<file path="src/rtl/core/qerpm_pkg.sv">
`timescale 1ns / 1ps
// ----------------------------------------------------------------------------
// qerpm_pkg
// Shared types and constants for the quadrature encoder rpm meter core.
// ----------------------------------------------------------------------------
package qerpm_pkg;

    localparam int COUNT_BITS   = 32;
    localparam int TIME_W       = 32;
    localparam int TMO_W        = 24;
    localparam int RAW_W        = TIME_W + 1;
    localparam int PERIOD_W     = TMO_W + 1;
    localparam int RPM_W        = 20;
    localparam int STEP_W       = 32;
    localparam int DATA_W       = 32;
    localparam int PADDR_W      = 3;

    localparam logic [TMO_W-1:0] TIMEOUT_RESET = TMO_W'(100000);

    // floor(60000000 / 225); floor(floor(n/a)/b) equals floor(n/(a*b))
    localparam int RPM_NUM_INT  = 60000000 / 225;
    localparam int QUO_W        = $clog2(RPM_NUM_INT + 1);
    localparam int DIV_STEPS    = QUO_W;
    localparam int CNT_W        = $clog2(DIV_STEPS);
    localparam logic [QUO_W-1:0] RPM_NUM = QUO_W'(RPM_NUM_INT);

    // register index taken from paddr[2]
    localparam logic REG_DIRECTION = 1'b0;
    localparam logic REG_TIMEOUT   = 1'b1;

    localparam logic FUNC_EDGE   = 1'b0;
    localparam logic FUNC_UPDATE = 1'b1;

    typedef enum logic [2:0] {
        ST_IDLE,
        ST_EXEC,
        ST_CLAMP,
        ST_DIV,
        ST_DONE
    } t_state;

    typedef struct packed {
        logic load;
        logic exec;
        logic clamp;
        logic div_step;
        logic out_load;
    } t_cmd;

    typedef struct packed {
        logic is_update;
        logic out_free;
    } t_sts;

endpackage

</file>
<file path="src/rtl/core/qerpm_ctrl.sv">
`timescale 1ns / 1ps
// ----------------------------------------------------------------------------
// qerpm_ctrl
// Sequencer: capture, state update, clamp, iterative divide, result load.
// ----------------------------------------------------------------------------
module qerpm_ctrl (
    input  logic              i_clk,
    input  logic              i_rst_n,
    input  logic              i_in_valid,
    output logic              o_in_ready,
    input  qerpm_pkg::t_sts   i_sts,
    output qerpm_pkg::t_cmd   o_cmd
);
    import qerpm_pkg::*;

    t_state            r_state;
    t_state            n_state;
    logic [CNT_W-1:0]  r_cnt;
    logic [CNT_W-1:0]  n_cnt;

    always_ff @(posedge i_clk) begin
        if (!i_rst_n) begin
            r_state <= ST_IDLE;
            r_cnt   <= '0;
        end else begin
            r_state <= n_state;
            r_cnt   <= n_cnt;
        end
    end

    always_comb begin
        n_state    = r_state;
        n_cnt      = r_cnt;
        o_cmd      = '0;
        o_in_ready = 1'b0;
        case (r_state)
            ST_IDLE: begin
                o_in_ready = 1'b1;
                if (i_in_valid) begin
                    o_cmd.load = 1'b1;
                    n_state    = ST_EXEC;
                end
            end
            ST_EXEC: begin
                o_cmd.exec = 1'b1;
                n_state    = i_sts.is_update ? ST_CLAMP : ST_IDLE;
            end
            ST_CLAMP: begin
                o_cmd.clamp = 1'b1;
                n_cnt       = '0;
                n_state     = ST_DIV;
            end
            ST_DIV: begin
                o_cmd.div_step = 1'b1;
                n_cnt          = r_cnt + CNT_W'(1);
                if (r_cnt == CNT_W'(DIV_STEPS - 1)) begin
                    n_state = ST_DONE;
                end
            end
            ST_DONE: begin
                if (i_sts.out_free) begin
                    o_cmd.out_load = 1'b1;
                    n_state        = ST_IDLE;
                end
            end
            default: begin
                n_state = ST_IDLE;
            end
        endcase
    end

endmodule

</file>
<file path="src/rtl/core/qerpm_dp.sv">
`timescale 1ns / 1ps
// ----------------------------------------------------------------------------
// qerpm_dp
// Datapath: step counter, edge timing, timeout, clamp, restoring divider
// and the output register.
// ----------------------------------------------------------------------------
module qerpm_dp (
    input  logic                                  i_clk,
    input  logic                                  i_rst_n,
    input  qerpm_pkg::t_cmd                       i_cmd,
    output qerpm_pkg::t_sts                       o_sts,
    input  logic                                  i_direction_level,
    input  logic [qerpm_pkg::TMO_W-1:0]           i_timeout_us,
    input  logic                                  i_func,
    input  logic                                  i_b_level,
    input  logic [qerpm_pkg::TIME_W-1:0]          i_time_us,
    output logic                                  o_out_valid,
    input  logic                                  i_out_ready,
    output logic signed [qerpm_pkg::STEP_W-1:0]   o_step_total,
    output logic signed [qerpm_pkg::PERIOD_W-1:0] o_step_period,
    output logic signed [qerpm_pkg::RPM_W-1:0]    o_speed_rpm,
    output logic                                  o_zero_period
);
    import qerpm_pkg::*;

    // captured transaction
    logic                       r_func;
    logic                       r_b_level;
    logic [TIME_W-1:0]          r_time;

    // block state
    logic [COUNT_BITS-1:0]      r_step_cnt;
    logic [TIME_W-1:0]          r_last_time;
    logic signed [RAW_W-1:0]    r_raw;

    // clamp results
    logic signed [PERIOD_W-1:0] r_period;
    logic [TMO_W-1:0]           r_mag;
    logic                       r_fast;
    logic                       r_zero;
    logic                       r_pos;

    // divider
    logic [TMO_W-1:0]           r_rem;
    logic [QUO_W-1:0]           r_dvd;
    logic [QUO_W-1:0]           r_quo;

    // output register
    logic                       r_out_valid;
    logic signed [STEP_W-1:0]   r_out_step;
    logic signed [PERIOD_W-1:0] r_out_period;
    logic signed [RPM_W-1:0]    r_out_rpm;
    logic                       r_out_zero;

    logic [TIME_W-1:0]          w_delta;
    logic                       w_timeout;
    logic signed [RAW_W-1:0]    w_tmo_s;
    logic signed [RAW_W-1:0]    w_clamped;
    logic signed [PERIOD_W-1:0] w_period;
    logic [TMO_W+1:0]           w_diff;
    logic                       w_borrow;
    logic signed [RPM_W-1:0]    w_quo_s;

    assign w_delta   = r_time - r_last_time;
    assign w_timeout = (w_delta >= TIME_W'(i_timeout_us));
    assign w_tmo_s   = signed'(RAW_W'(i_timeout_us));

    always_comb begin
        if (r_raw > w_tmo_s) begin
            w_clamped = w_tmo_s;
        end else if (r_raw < -w_tmo_s) begin
            w_clamped = -w_tmo_s;
        end else begin
            w_clamped = r_raw;
        end
    end
    assign w_period = w_clamped[PERIOD_W-1:0];

    assign w_diff   = {1'b0, r_rem, r_dvd[QUO_W-1]} - {2'b00, r_mag};
    assign w_borrow = w_diff[TMO_W+1];
    assign w_quo_s  = signed'(RPM_W'(r_quo));

    always_ff @(posedge i_clk) begin
        if (i_cmd.load) begin
            r_func    <= i_func;
            r_b_level <= i_b_level;
            r_time    <= i_time_us;
        end
    end

    always_ff @(posedge i_clk) begin
        if (!i_rst_n) begin
            r_step_cnt  <= '0;
            r_last_time <= '0;
            r_raw       <= '0;
        end else if (i_cmd.exec) begin
            if (r_func == FUNC_EDGE) begin
                r_last_time <= r_time;
                if (r_b_level == i_direction_level) begin
                    r_step_cnt <= r_step_cnt + COUNT_BITS'(1);
                    r_raw      <= signed'({1'b0, w_delta});
                end else begin
                    r_step_cnt <= r_step_cnt - COUNT_BITS'(1);
                    r_raw      <= -signed'({1'b0, w_delta});
                end
            end else if (w_timeout) begin
                r_raw       <= w_tmo_s;
                r_last_time <= r_time;
            end
        end
    end

    always_ff @(posedge i_clk) begin
        if (i_cmd.clamp) begin
            r_period <= w_period;
            r_mag    <= w_period[PERIOD_W-1] ? TMO_W'(-w_period) : TMO_W'(w_period);
            r_fast   <= (r_raw < w_tmo_s) && (i_timeout_us != '0);
            r_zero   <= (r_raw == '0) && (i_timeout_us != '0);
            r_pos    <= !r_raw[RAW_W-1];
            r_rem    <= '0;
            r_dvd    <= RPM_NUM;
            r_quo    <= '0;
        end else if (i_cmd.div_step) begin
            r_rem <= w_borrow ? {r_rem[TMO_W-2:0], r_dvd[QUO_W-1]} : w_diff[TMO_W-1:0];
            r_dvd <= {r_dvd[QUO_W-2:0], 1'b0};
            r_quo <= {r_quo[QUO_W-2:0], !w_borrow};
        end
    end

    always_ff @(posedge i_clk) begin
        if (!i_rst_n) begin
            r_out_valid <= 1'b0;
        end else if (i_cmd.out_load) begin
            r_out_valid <= 1'b1;
        end else if (i_out_ready) begin
            r_out_valid <= 1'b0;
        end
    end

    always_ff @(posedge i_clk) begin
        if (i_cmd.out_load) begin
            r_out_step   <= signed'(STEP_W'(r_step_cnt));
            r_out_period <= r_period;
            r_out_zero   <= r_zero;
            if (r_fast && !r_zero) begin
                r_out_rpm <= r_pos ? -w_quo_s : w_quo_s;
            end else begin
                r_out_rpm <= '0;
            end
        end
    end

    assign o_sts.is_update = (r_func == FUNC_UPDATE);
    assign o_sts.out_free  = !r_out_valid || i_out_ready;

    assign o_out_valid   = r_out_valid;
    assign o_step_total  = r_out_step;
    assign o_step_period = r_out_period;
    assign o_speed_rpm   = r_out_rpm;
    assign o_zero_period = r_out_zero;

endmodule

</file>
<file path="src/rtl/core/quadrature_encoder_rpm_meter_core.sv">
`timescale 1ns / 1ps
// ----------------------------------------------------------------------------
// quadrature_encoder_rpm_meter_core
// Counts signed encoder steps, times the last edge period and converts the
// clamped period to rpm with a bit-serial divider.
// ----------------------------------------------------------------------------
// channel   handshake                  payload
// input     i_in_valid / o_in_ready    i_func, i_b_level, i_time_us
// output    o_out_valid / i_out_ready  o_step_total, o_step_period,
//                                      o_speed_rpm, o_zero_period
// config    apb psel/penable/pready    paddr, pwdata, prdata
//
// edge transaction: capture, state update
// update transaction adds clamp, restoring divider and result load
// a finished result waits in the output register; the next transaction is
// taken meanwhile; a new update result waits in ST_DONE until it is free
// synchronous active-low reset, no clearing pass
// ----------------------------------------------------------------------------
module quadrature_encoder_rpm_meter_core (
    input  logic                                  i_clk,
    input  logic                                  i_rst_n,
    input  logic                                  psel,
    input  logic                                  penable,
    input  logic                                  pwrite,
    input  logic [qerpm_pkg::PADDR_W-1:0]         paddr,
    input  logic [qerpm_pkg::DATA_W-1:0]          pwdata,
    output logic [qerpm_pkg::DATA_W-1:0]          prdata,
    output logic                                  pready,
    input  logic                                  i_in_valid,
    output logic                                  o_in_ready,
    input  logic                                  i_func,
    input  logic                                  i_b_level,
    input  logic [qerpm_pkg::TIME_W-1:0]          i_time_us,
    output logic                                  o_out_valid,
    input  logic                                  i_out_ready,
    output logic signed [qerpm_pkg::STEP_W-1:0]   o_step_total,
    output logic signed [qerpm_pkg::PERIOD_W-1:0] o_step_period,
    output logic signed [qerpm_pkg::RPM_W-1:0]    o_speed_rpm,
    output logic                                  o_zero_period
);
    import qerpm_pkg::*;

    logic             r_direction_level;
    logic [TMO_W-1:0] r_timeout_us;
    logic             w_wr;
    logic             w_reg_idx;
    t_cmd             w_cmd;
    t_sts             w_sts;

    assign pready    = 1'b1;
    assign w_wr      = psel && penable && pwrite && pready;
    assign w_reg_idx = paddr[2];

    always_ff @(posedge i_clk) begin
        if (!i_rst_n) begin
            r_direction_level <= 1'b0;
            r_timeout_us      <= TIMEOUT_RESET;
        end else if (w_wr) begin
            case (w_reg_idx)
                REG_DIRECTION: r_direction_level <= pwdata[0];
                REG_TIMEOUT:   r_timeout_us      <= pwdata[TMO_W-1:0];
                default: begin
                end
            endcase
        end
    end

    always_comb begin
        case (w_reg_idx)
            REG_DIRECTION: prdata = DATA_W'(r_direction_level);
            REG_TIMEOUT:   prdata = DATA_W'(r_timeout_us);
            default:       prdata = '0;
        endcase
    end

    qerpm_ctrl u_ctrl (
        .i_clk      (i_clk),
        .i_rst_n    (i_rst_n),
        .i_in_valid (i_in_valid),
        .o_in_ready (o_in_ready),
        .i_sts      (w_sts),
        .o_cmd      (w_cmd)
    );

    qerpm_dp u_dp (
        .i_clk             (i_clk),
        .i_rst_n           (i_rst_n),
        .i_cmd             (w_cmd),
        .o_sts             (w_sts),
        .i_direction_level (r_direction_level),
        .i_timeout_us      (r_timeout_us),
        .i_func            (i_func),
        .i_b_level         (i_b_level),
        .i_time_us         (i_time_us),
        .o_out_valid       (o_out_valid),
        .i_out_ready       (i_out_ready),
        .o_step_total      (o_step_total),
        .o_step_period     (o_step_period),
        .o_speed_rpm       (o_speed_rpm),
        .o_zero_period     (o_zero_period)
    );

    a_zero_no_speed: assert property (@(posedge i_clk) disable iff (!i_rst_n)
        (o_out_valid && o_zero_period) |-> (o_speed_rpm == '0))
        else $error("zero period with nonzero speed");

    a_speed_sign: assert property (@(posedge i_clk) disable iff (!i_rst_n)
        (o_out_valid && (o_speed_rpm != '0)) |->
        (o_speed_rpm[RPM_W-1] != o_step_period[PERIOD_W-1]))
        else $error("speed sign does not oppose period sign");

    a_busy_after_accept: assert property (@(posedge i_clk) disable iff (!i_rst_n)
        (i_in_valid && o_in_ready) |=> !o_in_ready)
        else $error("transaction taken while busy");

endmodule

</file>
<file path="config.mk">
export PLATFORM = sky130hd
export DESIGN_NAME = quadrature_encoder_rpm_meter_core
export DESIGN_NICKNAME = d
export VERILOG_FILES = /design/src/rtl/core/qerpm_pkg.sv /design/src/rtl/core/qerpm_ctrl.sv /design/src/rtl/core/qerpm_dp.sv /design/src/rtl/core/quadrature_encoder_rpm_meter_core.sv
export SDC_FILE = /design/constraint.sdc
export NUM_CORES = 1
export LEC_CHECK = 0
export BUFFER_PORTS_ARGS = -buffer_cell sky130_fd_sc_hd__buf_2
export CAP_MARGIN = 20
export CELL_PAD_IN_SITES_DETAIL_PLACEMENT = 0
export CELL_PAD_IN_SITES_GLOBAL_PLACEMENT = 2
export CORE_AREA = 5 5 240 242
export CTS_CLUSTER_DIAMETER = 40
export CTS_CLUSTER_SIZE = 10
export DETAILED_ROUTE_END_ITERATION = 8
export DIE_AREA = 0 0 245 247
export HOLD_SLACK_MARGIN = 0.15
export PLACE_DENSITY_LB_ADDON = 0.1
export SKIP_LAST_GASP = 1
export SLEW_MARGIN = 20
export SYNTH_ARGS = -nofsm -noshare
export SYNTH_HDL_FRONTEND = slang
export SYNTH_HIERARCHICAL = 1
export SYNTH_SLANG_ARGS = --single-unit
</file>
<file path="constraint.sdc">
create_clock -name i_clk -period 11.9 [get_ports i_clk]
set_input_delay 2.975 -clock i_clk [delete_from_list [all_inputs] [get_ports i_clk]]
set_output_delay 2.975 -clock i_clk [all_outputs]
set_load 0.01 [all_outputs]
</file>
Yosys cells after proc, flatten, opt, wreduce, memory -nomap -nowiden
Index checks and enable logic that the tools add are counted.
{"block": "totals", "register_bits": 356, "inputBits": 76, "output_inout_bits": 113}
{"block": "classes", "magnitude_cmp": 4, "n_eq_ne": 10, "n_addsub": 9, "reduce_logical": 21, "bitwise_logic": 2, "mux": 28}
{"cell": "2-to-1 mux 33 bit", "n": 3}
{"cell": "2-to-1 mux 32 bit", "n": 3}
{"cell": "case mux 32 bit (2 select lines)", "n": 1}
{"cell": "2-to-1 mux 25 bit", "n": 2}
{"cell": "2-to-1 mux 24 bit", "n": 2}
{"cell": "> comparator 33 x 25 -> 1 bit", "n": 1}
{"cell": "zero test 33 bit", "n": 1}
{"cell": "< comparator 33 x 25 -> 1 bit", "n": 1}
{"cell": "< comparator 33 bit", "n": 1}
{"cell": "negation 24 -> 33 bit", "n": 1}
{"cell": "negation 32 -> 33 bit", "n": 1}
{"cell": "adder 32 x 1 -> 32 bit, second input constant", "n": 1}
{"cell": "greater-or-equal comparator 32 x 24 -> 1 bit", "n": 1}
{"cell": "subtractor 32 x 1 -> 32 bit, second input constant", "n": 1}
{"cell": "subtractor 32 bit", "n": 1}
{"cell": "subtractor 25 x 24 -> 26 bit", "n": 1}
{"cell": "negation 24 bit", "n": 1}
{"cell": "nonzero test 24 bit", "n": 1}
{"cell": "negation 19 -> 20 bit", "n": 1}
{"cell": "2-to-1 mux 19 bit", "n": 1}
{"cell": "case mux 3 bit (5 select lines)", "n": 1}
{"cell": "2-to-1 mux 1 bit", "n": 10}
{"cell": "case mux 5 bit (2 select lines)", "n": 1}
{"cell": "AND reduction 2 bit", "n": 5}
{"cell": "other kinds (17)", "n": 31}

Longest topological paths before layout
{"block": "depth", "ltp_word": 6, "depth_mapped": 28}

Cells and area by module
Netlist, hierarchy kept.
{"mod": "qerpm_dp", "area_each_um2": 20646.1, "cells_each": 2249, "seq_area_each_um2": 8077.7, "n_inst": 1}
{"mod": "quadrature_encoder_rpm_meter_core", "area_each_um2": 1296.2, "cells_each": 146, "seq_area_each_um2": 500.5, "n_inst": 1}
{"mod": "qerpm_ctrl", "area_each_um2": 470.5, "cells_each": 54, "seq_area_each_um2": 160.2, "n_inst": 1}

Worst setup path before layout
Ideal clock, no wire load.
{"block": "synth_path", "path_kind": "input-to-output", "start": "input port paddr[2] (netlist name)", "end": "output port prdata[10] (netlist name)", "path_buffers": 1, "slack_ps": 5582, "arrival_ps": 3343, "path_stages": 2, "path_cell_list": "clkbuf_1 > and2_1"}
{"block": "synth_between", "elab_chain_len": 2}
{"element": "start, declared", "line": "quadrature_encoder_rpm_meter_core.sv:25", "source": "input logic [qerpm_pkg::PADDR_W-1:0] paddr,"}
{"element": "NOT 1 bit (no source line)"}
{"element": "case mux 32 bit (2 select lines) (*)", "line": "quadrature_encoder_rpm_meter_core.sv:69", "source": "case (w_reg_idx)"}
{"element": "end, declared", "line": "quadrature_encoder_rpm_meter_core.sv:27", "source": "output logic [qerpm_pkg::DATA_W-1:0] prdata,"}
Mark *: on every way between the ends. The rest lies on a longest branch, timed or not. The select of a mux whose other input is x is not followed.

Worst setup path after layout
{"block": "layout_path", "start": "register r_timeout_us[1]", "end": "register u_dp.r_mag[18], data pin"}
{"block": "layout_between", "elab_chain_len": 6}
{"element": "start, declared", "line": "quadrature_encoder_rpm_meter_core.sv:44", "source": "logic [TMO_W-1:0] r_timeout_us;"}
{"element": "start signal, assigned", "line": "quadrature_encoder_rpm_meter_core.sv:61", "source": "REG_TIMEOUT: r_timeout_us <= pwdata[TMO_W-1:0];"}
{"element": "negation 24 -> 33 bit", "line": "qerpm_dp.sv:71", "source": "end else if (r_raw < -w_tmo_s) begin"}
{"element": "< comparator 33 bit", "line": "qerpm_dp.sv:71"}
{"element": "2-to-1 mux 25 bit", "line": "qerpm_dp.sv:71"}
{"element": "2-to-1 mux 25 bit (*)", "line": "qerpm_dp.sv:69", "source": "if (r_raw > w_tmo_s) begin"}
{"element": "negation 24 bit", "line": "qerpm_dp.sv:116", "source": "r_mag <= w_period[PERIOD_W-1] ? TMO_W'(-w_period) : TMO_W'(w_period);"}
{"element": "2-to-1 mux 24 bit (*)", "line": "qerpm_dp.sv:116"}
{"element": "end signal, assigned", "line": "qerpm_dp.sv:116"}
{"element": "end, declared", "line": "qerpm_dp.sv:38", "source": "logic [TMO_W-1:0] r_mag;"}
Mark *: on every way between the ends. The rest lies on a longest branch, timed or not.
A chain may end at the register's enable or synchronous reset.

==> flow_metrics.env <==
export IMPL_status="complete, no violations"
export IMPL_worstHoldPathType="reg -> reg"
export IMPL_async_flop_share_pct=0
export IMPL_tightestPinTransition_ps=1090
export IMPL_numPortBuffers=169
export IMPL_r2r_slack_ps=3970
export IMPL_synth_cell_types=87
export IMPL_ir_drop_mv=0.112
export IMPL_fp_coreArea_um2=54900
export IMPL_ys_ff_latch=355
export IMPL_cts_tree="built"
export IMPL_finish_utilization_pct=47.4
export IMPL_final_max_slew_viol_count=0
export IMPL_hold_viol=0
export IMPL_antenna_cells=0
export IMPL_clock_power_share_pct=40.7
export IMPL_synthTopCellsByArea="edfxtp_1 (22%), dfxtp_1 (17%), ha_1 (9.5%)"
export IMPL_clk_latency_ps=580
export IMPL_area_growth_pct=16.2
export IMPL_grt_pass1_vias=17700
export IMPL_drc=0
export IMPL_ant_nets=0
export IMPL_relSlewSlack_pct=27.2
export IMPL_synth_top_cell_by_area="edfxtp_1"
export IMPL_power_density_nw_per_um2=175
export IMPL_cts_path_max_buffers=3
export IMPL_grt_util_all_layers_pct=19.5
export IMPL_die_y_um=247
export IMPL_finalCritPeriodShare_pct=66.6
export IMPL_highest_layer="met4"
export IMPL_rsz0062_at_grt="no"
export IMPL_timing_rr_start="r_timeout_us[1]"
export IMPL_final_cell_area_um2=26000
export IMPL_numClockSinks=355
export IMPL_clk_pin_slew_worst_paths_ps=50
export IMPL_vias=18200
export IMPL_seq_area_frac_synth_pct=39.0
export IMPL_synthFlopType="dfxtp_1"
export IMPL_critPathKind="reg -> reg"
export IMPL_gp_congestion=0.882
export IMPL_synth_warnings=6
export IMPL_whs_ps=422
export IMPL_critPathLaunchType="flop"
export IMPL_fp_dieW_um=245
export IMPL_dpl_cell_area_um2=23800
export IMPL_rows=86
export IMPL_routedWlPerCell_um=18.0
export IMPL_setup_tns_ps=0
export IMPL_cell_internal_pwr_uw=3090
export IMPL_swShare_pct=32.2
export IMPL_cts_hold_buffers=0
export IMPL_stdcell_count=3354
export IMPL_dp_cells=3232
export IMPL_synth_edf_count=163
export IMPL_routed_wl_mm=60.3
export IMPL_final_net_count=2846
export IMPL_p_switching_uw=1470
export IMPL_drtPass1Iterations=5
export IMPL_share_comb_of_total_power_pct=26.7
export IMPL_syn_area_per_cell_um2=9.15
export IMPL_viasPerCell=5.44
export IMPL_clock_skew_ps=17.6
export IMPL_root_buffer="clkbuf_16"
export IMPL_ioPinCount=189
export IMPL_cts_htree_levels=3
export IMPL_cts_buffers=66
export IMPL_hold_start="u_dp/r_period[4]"
export IMPL_drive_above_1_share_pct=13.3
export IMPL_start_util_pct=40.8
export IMPL_end_kind="flop"
export IMPL_yosys_top_cells_count="nor2_1 (229), nand2_1 (216), dfxtp_1 (192), ha_1 (171), edfxtp_1 (163)"
export IMPL_grt_pass1_wl_mm=96.0
export IMPL_setup_viol=0
export IMPL_grt_max_degree=77
export IMPL_fmax_ghz=0.126
export IMPL_yosysMostFrequentCell="nor2_1"
export IMPL_maxCapViolCount=0
export IMPL_hpwl_mm=44.2
export IMPL_postCtsSetupBuffers=0
export IMPL_grt_antenna_before_repair=1
export IMPL_synthCells=2449
export IMPL_yosys_area_top_type_share_pct=21.8
export IMPL_cts_repair_resized=0
export IMPL_dr_first_iter_drc_count=1004
export IMPL_timing_final_crit_period_ps=7930
export IMPL_wl_met3_mm=2.39
export IMPL_cp_arrival_ps=8230
export IMPL_wl_met2_mm=27.9
export IMPL_p_leak_uw=0.0107
export IMPL_dieArea_um2=60500
export IMPL_netlist_area_um2=22400
export IMPL_m1WireLength_mm=27.9
export IMPL_cp_max_fo=21
export IMPL_worst_ep_required_time_ps=12200
export IMPL_crit_start="r_timeout_us[1]"
export IMPL_grt_ovfl_total=0
export IMPL_seq_power_share_pct=32.6
[metrics by stage]
stage	setup slack (ps)	total power, µW
3_5_place_dp	4060	2730
4_1_cts	4030	4620
2_1_floorplan	5580	2430
5_1_grt	3530	4840
3_3_place_gp	4190	2710
6_report	3970	4560
[sequential cells by signal (all words and copies together), names as in the netlist, 3 cells and up]
name	cells
u_dp/o_speed_rpm	20
u_dp/o_step_total	32
r_timeout_us	24
u_dp/r_raw	33
u_dp/r_dvd	18
u_dp/r_quo	19
u_dp/r_time	32
u_ctrl/r_cnt	5
u_dp/r_step_cnt	32
u_dp/r_mag	23
u_dp/o_step_period	25
u_dp/r_last_time	32
u_ctrl/r_state	3
u_dp/r_rem	24
u_dp/r_period	25
[critical path, cell delays in order (launching register included)]
cell,delay [ps]
dfxtp_1,380
inv_1,190
ha_1,240
nor4b_1,270
buf_4,200
and3_1,310
nand3_1,430
nor4_1,810
ha_1,670
nand4_1,240
or4_1,670
nand3b_1,270
o211a_1,300
nand3_1,470
nand2_1,470
nand2_1,220
nor2_1,50
a21oi_1,240
ha_1,190
inv_1,80
or3_1,450
o41ai_1,360
xnor2_1,120
[power by group through the flow]
| stage | Sequential (µW) | Combinational [µW] | Clock (µW) |
|---|---|---|---|
| floorplan | 1490 | 939 | 0 |
| global placement | 1510 | 1200 | 0 |
| detailed placement | 1510 | 1220 | 0 |
| CTS | 1490 | 1220 | 1910 |
| global route | 1500 | 1380 | 1960 |
| finish | 1490 | 1220 | 1860 |
[routing by layer]
metal / track usage (%) / vias to the layer above
met4: 7.56 / 0
met1: 25.6 / 8573
li1: - / 9234
met2: 32.3 / 332
met5: 0 / -
met3: 3.11 / 96
[layout make-up]
cell class | count | area, µm²
Clock inverter | 40 | 404
Inverter | 139 | 522
Tap cell | 704 | 881
Sequential cell | 355 | 8740
Fill cell | 5358 | 28800
Clock buffer | 82 | 1840
Multi-Input combinational cell | 1838 | 12600
Timing Repair Buffer | 196 | 1050
[layout by cell type (no fill, tap or decap), types with 13 or more instances in the layout]
cell and instances:
a211o_1 18, a211oi_1 49, a21o_1 41, a21oi_1 160
a31oi_1 25, and2_1 33, and3_1 13, buf_2 169
buf_4 27, clkbuf_16 70, dfxtp_1 192, edfxtp_1 163
ha_1 171, inv_1 136, mux2i_1 128, nand2_1 216
nand2b_1 21, nand3_1 51, nand4_1 28, nor2_1 228
nor2b_1 25, nor3_1 38, nor4_1 27, o211ai_1 16
o21a_1 15, o21ai_0 112, o21bai_1 14, o31ai_1 37
or3_1 30, or4_1 18, xnor2_1 90, xor2_1 55
[logic make-up after synthesis]
logic type / count (synthesis) / synth area share (%)
compound gates: 593 / 17.5
xor+xnor: 146 / 5.71
fa+ha+maj: 174 / 9.81
buf+inv: 263 / 5.09
flops: 355 / 39.0
mux: 130 / 5.82
other cells: 2 / 0.0335
simple gates: 786 / 17.1
[worst paths after layout]
check,end,cells after the start
worst min register to register,u_dp/o_step_period[4],0
worst min-delay path,u_dp/o_step_period[4],0
worst max register to register,u_dp/r_mag[18],22
worst max-delay path,u_dp/r_mag[18],22
No activity file was read; power rests on OpenSTA's default activity.
